[config.mk]
export PLATFORM = sky130hd
export DESIGN_NAME = charging_limit_profile_table
export DESIGN_NICKNAME = d
export VERILOG_FILES = /design/src/hw/rtl/clpt_pkg.sv /design/src/hw/rtl/clpt_ram.sv /design/src/hw/rtl/clpt_cmp.sv /design/src/hw/rtl/clpt_seq.sv /design/src/hw/rtl/charging_limit_profile_table.sv
export VERILOG_INCLUDE_DIRS = /design/src /design/src/hw/rtl
export SDC_FILE = /design/constraint.sdc
export NUM_CORES = 1
export LEC_CHECK = 0
export BUFFER_PORTS_ARGS = -buffer_cell sky130_fd_sc_hd__buf_2
export CAP_MARGIN = 10
export CORE_MARGIN = 5
export CORE_UTILIZATION = 40
export DETAILED_ROUTE_END_ITERATION = 10
export PLACE_DENSITY = 0.52
export SLEW_MARGIN = 20
export SYNTH_ARGS = -nofsm -noshare
export SYNTH_HDL_FRONTEND = slang
export SYNTH_SLANG_ARGS = --single-unit
export TNS_END_PERCENT = 100
[constraint.sdc]
create_clock -name clk_i -period 7.9 [get_ports clk_i]
set_input_delay 1.185 -clock clk_i [delete_from_list [all_inputs] [get_ports clk_i]]
set_output_delay 1.185 -clock clk_i [all_outputs]
set_load 0.1 [all_outputs]
[src/hw/rtl/charging_limit_profile_table_macros.svh]
// ----------------------------------------------------------------------------
// Charging limit profile table: assertion macros
// Concurrent assertion shorthands; they collapse to nothing for synthesis.
// ----------------------------------------------------------------------------
`ifndef CHARGING_LIMIT_PROFILE_TABLE_MACROS_SVH
`define CHARGING_LIMIT_PROFILE_TABLE_MACROS_SVH

`ifndef SYNTHESIS
// Property must hold at every clock edge outside reset.
`define CLPT_ASSERT(label, clk, rst_n, prop, msg) \
  label: assert property (@(posedge clk) disable iff (!rst_n) prop) else $error(msg);
// Expression must never be true outside reset.
`define CLPT_ASSERT_NEVER(label, clk, rst_n, expr, msg) \
  label: assert property (@(posedge clk) disable iff (!rst_n) !(expr)) else $error(msg);
`else
`define CLPT_ASSERT(label, clk, rst_n, prop, msg)
`define CLPT_ASSERT_NEVER(label, clk, rst_n, expr, msg)
`endif

`endif

[src/hw/rtl/clpt_pkg.sv]
`timescale 1ns / 1ps
// ----------------------------------------------------------------------------
// Charging limit profile table: shared package
// Field widths, command and purpose codes, request, entry and result types.
// ----------------------------------------------------------------------------
package clpt_pkg;

  localparam int unsigned CmdW         = 2;
  localparam int unsigned IdentW       = 32;
  localparam int unsigned ConnW        = 9;
  localparam int unsigned PurposeW     = 2;
  localparam int unsigned StackW       = 9;
  localparam int unsigned TxnW         = 32;
  localparam int unsigned LimitW       = 16;
  localparam int unsigned EntryConnW   = 8;
  localparam int unsigned EntryStackW  = 8;
  localparam int unsigned CountW       = 4;

  localparam int unsigned InDataW      = 104;
  localparam int unsigned InUserW      = CmdW;
  localparam int unsigned OutDataW     = 24;

  typedef logic [CmdW-1:0]     cmd_t;
  typedef logic [PurposeW-1:0] purpose_t;

  localparam cmd_t CMD_SET   = 2'd0;
  localparam cmd_t CMD_CLEAR = 2'd1;
  localparam cmd_t CMD_QUERY = 2'd2;

  localparam purpose_t PURPOSE_ANY        = 2'd0;
  localparam purpose_t PURPOSE_TX_PROFILE = 2'd3;

  typedef struct packed {
    cmd_t              cmd;
    logic [IdentW-1:0] ident;
    logic [ConnW-1:0]  conn;
    purpose_t          purpose;
    logic [StackW-1:0] stack;
    logic [TxnW-1:0]   txn;
    logic [LimitW-1:0] limit;
    logic              has_period;
  } req_t;

  typedef struct packed {
    logic [IdentW-1:0]      ident;
    logic [EntryConnW-1:0]  conn;
    purpose_t               purpose;
    logic [EntryStackW-1:0] stack;
    logic [TxnW-1:0]        txn;
    logic                   has_period;
    logic [LimitW-1:0]      limit;
  } entry_t;

  // Per-entry verdicts of the shared compare unit
  typedef struct packed {
    logic set_hit;
    logic set_free;
    logic clr_hit;
    logic qry_hit;
    logic qry_less;
  } cmp_t;

  typedef struct packed {
    logic              status;
    logic [CountW-1:0] cleared;
    logic              found;
    logic [LimitW-1:0] value;
  } res_t;

endpackage

[src/hw/rtl/clpt_ram.sv]
`timescale 1ns / 1ps
// ----------------------------------------------------------------------------
// Charging limit profile table: generic RAM
// One write port, one read port with registered read data, no reset.
// ----------------------------------------------------------------------------
module clpt_ram #(
  parameter int unsigned WIDTH = 8,
  parameter int unsigned DEPTH = 8
) (
  input  logic                                        clk_i,
  input  logic                                        wr_en_i,
  input  logic [((DEPTH > 1) ? $clog2(DEPTH) : 1)-1:0] wr_addr_i,
  input  logic [WIDTH-1:0]                            wr_data_i,
  input  logic                                        rd_en_i,
  input  logic [((DEPTH > 1) ? $clog2(DEPTH) : 1)-1:0] rd_addr_i,
  output logic [WIDTH-1:0]                            rd_data_o
);

  logic [WIDTH-1:0] mem_q [DEPTH];
  logic [WIDTH-1:0] rd_data_q;

  always_ff @(posedge clk_i) begin
    if (wr_en_i) begin
      mem_q[wr_addr_i] <= wr_data_i;
    end
    if (rd_en_i) begin
      rd_data_q <= mem_q[rd_addr_i];
    end
  end

  assign rd_data_o = rd_data_q;

endmodule

[src/hw/rtl/clpt_cmp.sv]
`timescale 1ns / 1ps
// ----------------------------------------------------------------------------
// Charging limit profile table: shared compare unit
// Judge one table entry against the current command and the running minimum.
// ----------------------------------------------------------------------------
module clpt_cmp import clpt_pkg::*; (
  input  req_t              req_i,
  input  entry_t            entry_i,
  input  logic              valid_i,
  input  logic              best_found_i,
  input  logic [LimitW-1:0] best_i,
  output cmp_t              cmp_o
);

  logic ident_eq;
  logic clr_ident_ok;
  logic clr_conn_ok;
  logic clr_purpose_ok;
  logic clr_stack_ok;
  logic qry_conn_ok;
  logic qry_txn_ok;

  assign ident_eq = (entry_i.ident == req_i.ident);

  // Negative filter means any; connector and stack are stored as 8 bits
  assign clr_ident_ok   = req_i.ident[IdentW-1] | ident_eq;
  assign clr_conn_ok    = req_i.conn[ConnW-1]
                        | (entry_i.conn == req_i.conn[EntryConnW-1:0]);
  assign clr_purpose_ok = (req_i.purpose == PURPOSE_ANY) | (entry_i.purpose == req_i.purpose);
  assign clr_stack_ok   = req_i.stack[StackW-1]
                        | (entry_i.stack == req_i.stack[EntryStackW-1:0]);

  // Connector 0 applies everywhere; a negative query connector never matches
  assign qry_conn_ok = (entry_i.conn == '0) | ({1'b0, entry_i.conn} == req_i.conn);
  assign qry_txn_ok  = (entry_i.purpose != PURPOSE_TX_PROFILE) | (entry_i.txn == req_i.txn);

  always_comb begin
    cmp_o          = '0;
    cmp_o.set_hit  = valid_i & ident_eq;
    cmp_o.set_free = ~valid_i;
    cmp_o.clr_hit  = valid_i & clr_ident_ok & clr_conn_ok & clr_purpose_ok & clr_stack_ok;
    cmp_o.qry_hit  = valid_i & qry_conn_ok & qry_txn_ok & entry_i.has_period;
    cmp_o.qry_less = ~best_found_i | (entry_i.limit < best_i);
  end

endmodule

[src/hw/rtl/clpt_seq.sv]
`timescale 1ns / 1ps
`include "charging_limit_profile_table_macros.svh"
// ----------------------------------------------------------------------------
// Charging limit profile table: scan sequencer
// Walk the entry RAM one entry a cycle through the compare unit, then commit.
// ----------------------------------------------------------------------------
module clpt_seq import clpt_pkg::*; #(
  parameter int unsigned TABLE_ENTRIES = 8
) (
  input  logic clk_i,
  input  logic rst_ni,
  input  logic start_i,
  input  req_t req_i,
  output logic ready_o,
  input  logic res_take_i,
  output logic res_vld_o,
  output res_t res_o
);

  localparam int unsigned IdxW = (TABLE_ENTRIES > 1) ? $clog2(TABLE_ENTRIES) : 1;
  localparam logic [IdxW-1:0] LastIdx = IdxW'(TABLE_ENTRIES - 1);
  localparam int unsigned EntW = $bits(entry_t);

  typedef enum logic [4:0] {
    ST_IDLE   = 5'b00001,
    ST_SCAN   = 5'b00010,
    ST_DRAIN  = 5'b00100,
    ST_FINISH = 5'b01000,
    ST_HAND   = 5'b10000
  } state_e;

  state_e            state_q, state_d;
  logic [IdxW-1:0]   idx_q, idx_d;
  logic              eval_vld_q, eval_vld_d;
  logic [IdxW-1:0]   eval_idx_q;
  req_t              req_q;
  logic              valid_q [TABLE_ENTRIES];
  logic              hit_found_q;
  logic [IdxW-1:0]   hit_idx_q;
  logic              free_found_q;
  logic [IdxW-1:0]   free_idx_q;
  logic [CountW-1:0] cleared_q;
  logic              best_found_q;
  logic [LimitW-1:0] best_q;
  res_t              res_q;

  logic              accept;
  logic              rd_en;
  logic [EntW-1:0]   rd_data;
  entry_t            rd_entry;
  cmp_t              cmp;
  logic              ram_wr_en;
  logic [IdxW-1:0]   wr_idx;
  entry_t            wr_entry;

  function automatic entry_t make_entry(req_t r);
    entry_t e;
    e.ident      = r.ident;
    e.conn       = r.conn[EntryConnW-1:0];
    e.purpose    = r.purpose;
    e.stack      = r.stack[StackW-1] ? '0 : r.stack[EntryStackW-1:0];
    e.txn        = r.txn;
    e.has_period = r.has_period;
    e.limit      = r.has_period ? r.limit : '0;
    return e;
  endfunction

  assign accept    = start_i && (state_q == ST_IDLE);
  assign rd_en     = (state_q == ST_SCAN);
  assign rd_entry  = entry_t'(rd_data);
  assign wr_idx    = hit_found_q ? hit_idx_q : free_idx_q;
  assign wr_entry  = make_entry(req_q);
  assign ram_wr_en = (state_q == ST_FINISH) && (req_q.cmd == CMD_SET)
                   && (hit_found_q || free_found_q);

  clpt_ram #(
    .WIDTH (EntW),
    .DEPTH (TABLE_ENTRIES)
  ) u_ram (
    .clk_i     (clk_i),
    .wr_en_i   (ram_wr_en),
    .wr_addr_i (wr_idx),
    .wr_data_i (EntW'(wr_entry)),
    .rd_en_i   (rd_en),
    .rd_addr_i (idx_q),
    .rd_data_o (rd_data)
  );

  clpt_cmp u_cmp (
    .req_i        (req_q),
    .entry_i      (rd_entry),
    .valid_i      (valid_q[eval_idx_q]),
    .best_found_i (best_found_q),
    .best_i       (best_q),
    .cmp_o        (cmp)
  );

  always_comb begin
    state_d    = state_q;
    idx_d      = idx_q;
    eval_vld_d = 1'b0;
    unique case (state_q)
      ST_IDLE: begin
        idx_d = '0;
        if (start_i) begin
          state_d = ST_SCAN;
        end
      end
      ST_SCAN: begin
        eval_vld_d = 1'b1;
        if (idx_q == LastIdx) begin
          state_d = ST_DRAIN;
        end else begin
          idx_d = idx_q + 1'b1;
        end
      end
      ST_DRAIN:  state_d = ST_FINISH;
      ST_FINISH: state_d = ST_HAND;
      ST_HAND: begin
        if (res_take_i) begin
          state_d = ST_IDLE;
        end
      end
      default:   state_d = ST_IDLE;
    endcase
  end

  // Control state
  always_ff @(posedge clk_i or negedge rst_ni) begin
    if (!rst_ni) begin
      state_q      <= ST_IDLE;
      eval_vld_q   <= 1'b0;
      hit_found_q  <= 1'b0;
      free_found_q <= 1'b0;
      best_found_q <= 1'b0;
      for (int i = 0; i < TABLE_ENTRIES; i++) begin
        valid_q[i] <= 1'b0;
      end
    end else begin
      state_q    <= state_d;
      eval_vld_q <= eval_vld_d;
      if (accept) begin
        hit_found_q  <= 1'b0;
        free_found_q <= 1'b0;
        best_found_q <= 1'b0;
      end else if (eval_vld_q) begin
        if (req_q.cmd == CMD_SET) begin
          if (cmp.set_hit) hit_found_q <= 1'b1;
          if (cmp.set_free) free_found_q <= 1'b1;
        end
        if (req_q.cmd == CMD_CLEAR && cmp.clr_hit) begin
          valid_q[eval_idx_q] <= 1'b0;
        end
        if (req_q.cmd == CMD_QUERY && cmp.qry_hit) begin
          best_found_q <= 1'b1;
        end
      end
      if (ram_wr_en) begin
        valid_q[wr_idx] <= 1'b1;
      end
    end
  end

  // Payload: request, scan accumulators and result
  always_ff @(posedge clk_i) begin
    idx_q      <= idx_d;
    eval_idx_q <= idx_q;
    if (accept) begin
      req_q     <= req_i;
      cleared_q <= '0;
      best_q    <= '0;
    end else if (eval_vld_q) begin
      // keep the lowest-numbered hit and free entry
      if (req_q.cmd == CMD_SET && cmp.set_hit && !hit_found_q) begin
        hit_idx_q <= eval_idx_q;
      end
      if (req_q.cmd == CMD_SET && cmp.set_free && !free_found_q) begin
        free_idx_q <= eval_idx_q;
      end
      if (req_q.cmd == CMD_CLEAR && cmp.clr_hit && (cleared_q != '1)) begin
        cleared_q <= cleared_q + 1'b1;
      end
      if (req_q.cmd == CMD_QUERY && cmp.qry_hit && cmp.qry_less) begin
        best_q <= rd_entry.limit;
      end
    end
    if (state_q == ST_FINISH) begin
      res_q.status  <= (req_q.cmd == CMD_SET) && !hit_found_q && !free_found_q;
      res_q.cleared <= (req_q.cmd == CMD_CLEAR) ? cleared_q : '0;
      res_q.found   <= (req_q.cmd == CMD_QUERY) && best_found_q;
      res_q.value   <= ((req_q.cmd == CMD_QUERY) && best_found_q) ? best_q : '0;
    end
  end

  assign ready_o   = (state_q == ST_IDLE);
  assign res_vld_o = (state_q == ST_HAND);
  assign res_o     = res_q;

  `CLPT_ASSERT(a_eval_in_scan, clk_i, rst_ni, eval_vld_q |-> (state_q == ST_SCAN || state_q == ST_DRAIN), "entry evaluated outside the scan")
  `CLPT_ASSERT(a_write_on_set, clk_i, rst_ni, ram_wr_en |-> (state_q == ST_FINISH && req_q.cmd == CMD_SET), "entry RAM written outside a set commit")
  `CLPT_ASSERT(a_finish_to_hand, clk_i, rst_ni, (state_q == ST_FINISH) |=> (state_q == ST_HAND), "result not offered after commit")
  `CLPT_ASSERT(a_start_scans, clk_i, rst_ni, accept |=> (state_q == ST_SCAN && idx_q == '0), "accepted command did not start scan at entry zero")
  `CLPT_ASSERT_NEVER(a_no_start_busy, clk_i, rst_ni, start_i && (state_q != ST_IDLE), "command started while busy")

endmodule

[src/hw/rtl/charging_limit_profile_table.sv]
`timescale 1ns / 1ps
// ----------------------------------------------------------------------------
// Charging limit profile table
// Command-driven table of charging-limit profiles: set, clear and query.
// ----------------------------------------------------------------------------
// Each command arrives as one transfer on the slave stream and yields exactly
// one result transfer on the master stream. The block scans its table one
// entry per cycle: an entry RAM with registered read feeds a single compare
// unit under a small sequencer, which steps through its scan, drain, finish
// and hand-off states; in hand-off it waits until the output register can take
// the result, and then loads it there. The scan length is set by the one
// RAM read port and the one compare unit. While a command is in progress the
// slave tready stays low; it rises again as soon as the result has moved into
// the output register, even if the downstream side has not yet taken it.
// Set overwrites the valid entry with the same profile id, else fills the
// lowest free entry, else reports status 1 and changes nothing. Clear drops
// every valid entry matching all filters (negative id, connector or stack
// level and purpose 0 mean any) and returns the count, saturating at 15.
// Query returns the smallest first-period limit (tenths of an ampere) among
// valid entries with a period whose connector is 0 or the one asked for; a
// TxProfile entry must also carry the asked transaction. Command code 3 does
// nothing and returns all zeros. Valid bits clear at reset; entry contents
// need no clearing since they are read only behind a valid bit.
// ----------------------------------------------------------------------------
module charging_limit_profile_table import clpt_pkg::*; #(
  parameter int unsigned TABLE_ENTRIES = 8
) (
  input  logic                clk_i,
  input  logic                rst_ni,
  input  logic                s_axis_tvalid_i,
  output logic                s_axis_tready_o,
  // profile_ident[31:0], connector[40:32], purpose_code[42:41], stack_lvl[51:43],
  // transaction[83:52], first_limit[99:84], has_period[100], zero pad[103:101]
  input  logic [InDataW-1:0]  s_axis_tdata_i,
  // command[1:0]
  input  logic [InUserW-1:0]  s_axis_tuser_i,
  output logic                m_axis_tvalid_o,
  input  logic                m_axis_tready_i,
  // status[0], cleared_count[4:1], limit_found[5], limit_value[21:6], zero pad[23:22]
  output logic [OutDataW-1:0] m_axis_tdata_o
);

  req_t                req;
  logic                seq_ready;
  logic                start;
  logic                res_vld;
  res_t                res;
  logic                out_free;
  logic                m_tvalid_q;
  logic [OutDataW-1:0] m_tdata_q;

  // Unpack the command transfer
  always_comb begin
    req            = '0;
    req.cmd        = s_axis_tuser_i[CmdW-1:0];
    req.ident      = s_axis_tdata_i[31:0];
    req.conn       = s_axis_tdata_i[40:32];
    req.purpose    = s_axis_tdata_i[42:41];
    req.stack      = s_axis_tdata_i[51:43];
    req.txn        = s_axis_tdata_i[83:52];
    req.limit      = s_axis_tdata_i[99:84];
    req.has_period = s_axis_tdata_i[100];
  end

  assign s_axis_tready_o = seq_ready;
  assign start           = s_axis_tvalid_i && seq_ready;

  clpt_seq #(
    .TABLE_ENTRIES (TABLE_ENTRIES)
  ) u_seq (
    .clk_i      (clk_i),
    .rst_ni     (rst_ni),
    .start_i    (start),
    .req_i      (req),
    .ready_o    (seq_ready),
    .res_take_i (out_free),
    .res_vld_o  (res_vld),
    .res_o      (res)
  );

  // Output register: take a new result whenever the held one is gone or leaving
  assign out_free = !m_tvalid_q || m_axis_tready_i;

  always_ff @(posedge clk_i or negedge rst_ni) begin
    if (!rst_ni) begin
      m_tvalid_q <= 1'b0;
    end else if (res_vld && out_free) begin
      m_tvalid_q <= 1'b1;
    end else if (m_axis_tready_i) begin
      m_tvalid_q <= 1'b0;
    end
  end

  // Hold the payload until the downstream side takes the transfer
  always_ff @(posedge clk_i) begin
    if (res_vld && out_free) begin
      m_tdata_q <= {2'b00, res.value, res.found, res.cleared, res.status};
    end
  end

  assign m_axis_tvalid_o = m_tvalid_q;
  assign m_axis_tdata_o  = m_tdata_q;

endmodule
# Yosys cells after proc, flatten, opt, wreduce, memory -nomap -nowiden
# Memory sizes are Yosys's and may differ from the RTL's. A register that Yosys moved wholly into a read port is not among the register bits.
# Cells that the tools add are included.
[classes] bitwise=23 n_lt_le_gt_ge=5 n_mux=36 eq_ne=21 reduce_logical=41 add_sub_neg=2
[op_table] cell="== test 32 bit" n=2
[op_table] cell="2-to-1 mux 8 bit" n=5
[op_table] cell="one-hot mux 5 bit (5 select lines)" n=1
[op_table] cell="2-to-1 mux 1 bit" n=20
[op_table] cell="logical AND 1 bit" n=18
[op_table] cell="== test 8 bit" n=2
[op_table] cell="< comparator 16 bit" n=1
[op_table] cell="2-to-1 mux 16 bit" n=1
[op_table] cell="2-to-1 mux 5 bit" n=3
[op_table] cell="AND reduction 3 bit" n=5
[op_table] cell="nonzero test 2 bit" n=6
[op_table] cell="== test 8 x 9 -> 1 bit" n=1
[op_table] cell="AND 1 bit" n=8
[op_table] cell="AND 8 bit" n=1
[op_table] cell=">= comparator 4 bit (second input constant)" n=2
[op_table] cell="logical NOT 8 bit" n=1
[op_table] cell="< comparator 4 x 1 -> 1 bit (second input constant)" n=2
[op_table] cell="inverter 3 -> 4 bit" n=2
[op_table] cell="inverter 8 bit" n=1
[op_table] cell="OR 8 bit" n=1
[op_table] cell="AND reduction 2 bit" n=4
[op_table] cell="OR 1 bit" n=7
[op_table] cell="demux 1 bit (select 3 bit)" n=2
[op_table] cell="2-to-1 mux 3 bit" n=2
[op_table] cell="other kinds (20)" n=30
[word_totals] out_inout_bits=26 ramBits=792 inputBits=110 mem_count=1 reg_bits=197 word_cells=162
[mem_list] name="u_seq.u_ram.mem_q" words=8 word_bits=99 rd=1 rd_ports_with_merged_regs=1 write_ports=1 line="clpt_ram.sv:19" text="logic [WIDTH-1:0] mem_q [DEPTH];"

# Depth between registers and ports, before layout
[depth] word_depth=14 depth_mapped=10

# By module
# From an unflattened synthesis, not the netlist that was laid out.
[hier_totals] hier_cells=1855 area_unflattened_um2=41499.8
[modules_own_cells] module="clpt_ram" n_inst=1 cells_each=1256 seq_area_each_um2=26755.7 area_per_inst_um2=33130.5
[modules_own_cells] module="clpt_seq" n_inst=1 cells_each=392 seq_area_each_um2=4911.0 area_per_inst_um2=6303.5
[modules_own_cells] module="clpt_cmp" n_inst=1 cells_each=177 seq_area_each_um2=0.0 area_per_inst_um2=1326.3
[modules_own_cells] module="charging_limit_profile_table" n_inst=1 cells_each=30 seq_area_each_um2=685.7 area_per_inst_um2=739.5

# Worst setup path after synthesis
# OpenSTA, ideal clock, no wires.
[synth_path] kind="register -> register" start="reg u_seq.state_q[1]" end="mem u_seq.u_ram.mem_q[2][0] (netlist bit), enable pin" slack_ns=0.900 arrival_time_ns=6.439 setup_ns=0.561 path_buffers=0 period_less_slack_ns=7.000 stages_incl_launch_ff=5 cell_sequence="dfrtp_1 > or3_1 > nor3b_2 > nand3_1 > nor2_1"
[synth_via] elab_chain_cells=5
[synth_rtl] element="start, declared" line="clpt_seq.sv:32" text="state_e state_q, state_d;"
[synth_rtl] element="start signal, assigned" line="clpt_seq.sv:140" text="state_q <= state_d;"
[synth_rtl] element="== test 5 x 4 -> 1 bit" line="clpt_seq.sv:73" text="assign ram_wr_en = (state_q == ST_FINISH) && (req_q.cmd == CMD_SET)"
[synth_rtl] element="logical AND 1 bit" line="clpt_seq.sv:73"
[synth_rtl] element="logical AND 1 bit" line="clpt_seq.sv:74" text="&& (hit_found_q || free_found_q);"
[synth_rtl] element="2-to-1 mux 1 bit" line="clpt_ram.sv:23" text="if (wr_en_i) begin"
[synth_rtl] element="2-to-1 mux 1 bit (implied by the code)" line="clpt_ram.sv:24" text="mem_q[wr_addr_i] <= wr_data_i;"
[synth_rtl] element="end, declared" line="clpt_ram.sv:19"
# No other way between the ends.

# Worst setup path after layout
[layout_path] start="reg u_seq.state_q[1]" end="mem u_seq.u_ram.mem_q[1][73] (netlist bit), enable pin"
# The elaborated chain is that of the path after synthesis.

==> run_results.csv <==
group,metric,value,unit
hold_path,hold_path_class,"flop to flop",
timing,setup_viol,0,
clock_tree,ctsResizeCount,0,
layout,area_delta_synth_final,14.6,%
layout,drive_gt1_share,29.5,%
synth,synth.area.top_cells,"edfxtp_1, mux4_2, mux2_2, dfxtp_1, xor2_1",
layout,n_fill_cell,8556,
timing,fin_crit,3.91,ns
detailed_routing,m1WireLength,38600,um
synth,ys_seq_area_share,79.2,%
worst_setup_path,crit_arrival,4.20,ns
synth,synthCells,1843,
clock_tree,cts_made_buffers,112,
synth,synth_top_area_share,77.0,%
synth,postSynth.asyncResetShare,1.65,%
floorplan,coreArea,102000,sq um
detailed_routing,wire_per_inst,24.0,um
timing,rsz0062_at_grt,"no",
clock_tree,postCtsHoldBufs,0,
timing,hold_viol_final,0,
worst_setup_path,crit_type,"flop to flop",
detailed_routing,via_per_inst,5.17,
detailed_routing,drt.antenna.violating_nets,0,
outcome,status,"complete, no violations",
worst_setup_path,cp_slowest_cell,"buf_4",
worst_setup_path,crit_chain,"or3_1, nor3b_4, buf_4, nand3_1, nor2_4, buf_4",
clock_tree,cts_root_buffer,"clkbuf_16",
timing,clock_skew,0.0321,ns
clock_tree,post-cts-setup-buffers,0,
global_routing,grt_use_total,15.6,%
layout,nNetsFinal,2171,
global_routing,antenna_found_initial,1,
worst_setup_path,cp-start-kind,"flop",
synth,syn_avg_cell_area,22.2,sq um
floorplan,initial_core_util,40.2,%
timing,min_period_over_period,49.5,%
detailed_routing,drc,0,
flow_run,cap_violations,0,
detailed_routing,highest_layer,"met4",
clock_tree,cts_buffer_depth,3,
power,power.leakage,0.0147,uW
worst_setup_path,cp-startpoint,"u_seq.state_q[1]$_DFFE_PN0P_",
global_routing,grt_pass1_wl,127000,um
clock_tree,clk_latency,0.69,ns
timing,maxSlewViolCount,0,
clock_tree,clkTransAtPathRegs,0.06,ns
layout,instances_no_fill,3507,
floorplan,ios,136,
detailed_routing,dr_wl_met3,3390,um
detailed_routing,firstDrtPassIters,6,
power,power_density,322,nW/um^2
clock_tree,cts_tree,"yes",
clock_tree,cts_sinks,1088,
worst_setup_path,worstPathMaxFanout,47,
layout,multi_input_area,8160,sq um
layout,regArea,32400,sq um
detailed_routing,totalWireLength,84300,um
floorplan,dieArea,109000,sq um
power,vdd_ir_drop_max,282,uV
detailed_routing,wl_met2,40800,um
synth,synth_warnings,0,
clock_tree,h-tree-depth,3,
synth,synth-seq-cells,1088,
worst_setup_path,crit_path_frequent_cell,"buf_4",
timing,fmax,256,MHz
place,post-place-cells,3297,
global_routing,grt_start_max_net_pins,150,
layout,final_cell_mix,"edfxtp_1, mux4_2, buf_2",
timing,tns,0,ns
layout,layout_commonest_cell,"edfxtp_1",
detailed_routing,vias,18148,
hold_path,hp-start,"u_seq.res_o[7]$_SDFFCE_PN0N_",
global_routing,grt.overflow.total,0,
worst_setup_path,slowest_delay,0.85,ns
global_routing,grt_pass1_vias,19707,
synth,synthesis.area,40800,sq um
synth,yosysUniqueCellTypes,57,
layout,postLayoutCoreUtil,46.1,%
worst_setup_path,end_kind,"flop",
floorplan,die_w,330,um
layout,insertedDiodeCount,0,
synth,synth_edf_count,1047,
synth,synth_top_area_cell,"edfxtp_1",
worst_setup_path,crit_required,8.19,ns
place,io_buffer_count,130,
timing,slew_headroom,28.6,%
place,dpl.hpwl,41600,um
detailed_routing,drt_iter0_drc,1264,
place,place.gp.congestion,0.703,
timing,worst_slew_pin_slew,1.07,ns
floorplan,die_h,330,um
floorplan,placementRows,117,
worst_setup_path,rr_startpoint,"u_seq.state_q[1]$_DFFE_PN0P_",
synth,synth_ff_type,"edfxtp_1",
-- cell usage after synthesis (all sizes together) (2+ instances only) --
master,n
xnor2,32
nor3,4
dfrtp,17
dfxtp,23
or3,5
xor2,49
nor4,19
ha,18
nor2b,11
and2,40
nand3b,3
inv,25
nand3,22
a31oi,13
a21o,3
nand4,13
nand2,13
o21a,2
a211oi,2
a21oi,27
nand2b,2
mux4,200
edfxtp,1047
nor2,32
mux2,100
nor3b,8
clkbuf,42
o21ai,26
buf,28
-- where the power goes --
part | switching (uW) | internal [uW] | total, uW | leakage (uW)
combinational | 1370 | 1340 | 2720 | 0.00311
clock | 2160 | 2930 | 5090 | 0.00173
sequential | 307 | 6970 | 7280 | 0.00988
-- worst paths after layout --
path | to | slack [ns] | cells after the start
worst max-delay path | u_seq.u_ram.mem_q[1][73]$_DFFE_PP_ | 3.99 | 6
worst min-delay path | m_axis_tdata_o[13]$_DFFE_PP_ | 0.41 | 0
worst max register to register | u_seq.u_ram.mem_q[1][73]$_DFFE_PP_ | 3.99 | 6
worst min register to register | m_axis_tdata_o[13]$_DFFE_PP_ | 0.41 | 0
max in group asynchronous | u_seq.valid_q[0]$_DFF_PN0_ | 7.08 | 1
min in group asynchronous | u_seq.state_q[4]$_DFFE_PN0P_ | 0.46 | 1
-- logic make-up after synthesis --
kind of cell,count (synthesis),share of synthesized area (%)
DFF,1088,79.2
muxes,300,13.8
and+or+nand+nor,177,2.49
buffers and inverters,96,1.00
AOI/OAI and AO/OA,82,1.19
xor gates and xnor gates,81,1.74
adders and majority gates,18,0.551
other,1,0.00918
-- state kept, by name, summed over array words and instances, names as in the netlist, 5 cells and up --
register               count
u_seq.u_ram.mem_q        792
u_seq.res_o               22
u_seq.best_q              16
m_axis_tdata_o            22
u_seq.state_q              5
u_seq.u_ram.rd_data_o     99
u_seq.req_q              103
u_seq.valid_q              8
-- per-layer routing --
layer	track usage [%]	vias up
met5	0	-
met4	3.67	0
met3	2.71	113
met2	25.6	354
met1	22.2	9695
li1	-	7986
-- final cells by class --
cell class                 count  share of cell area [%]
clock inverter                68                    1.25
timing repair buffer         155                    1.96
tap                         1368                    3.66
inverter                      26                   0.225
multi-input combinational    660                    17.4
sequential                  1088                    69.1
clock buffer                 142                    6.36
-- critical path: cells and delay by family (launching register included) --
| family | cells | cell delay [ns] |
|---|---|---|
| flops | 1 | 0.42 |
| buf+inv | 2 | 1.18 |
| simple gates | 4 | 1.84 |
-- through the flow --
step / total power, uW / instance area, sq um / hold WS, ns / worst slack (ns)
floorplan: 9400 / 40800 / 0.371 / 0.900
global placement: 10100 / 43200 / 0.401 / 3.94
detailed placement: 10200 / 43200 / 0.405 / 3.90
CTS: 15300 / 46800 / 0.416 / 3.89
global route: 15800 / 46800 / 0.425 / 3.77
finish: 15100 / 46800 / 0.414 / 3.99
Note: power is estimated with default switching activity, not from simulation.
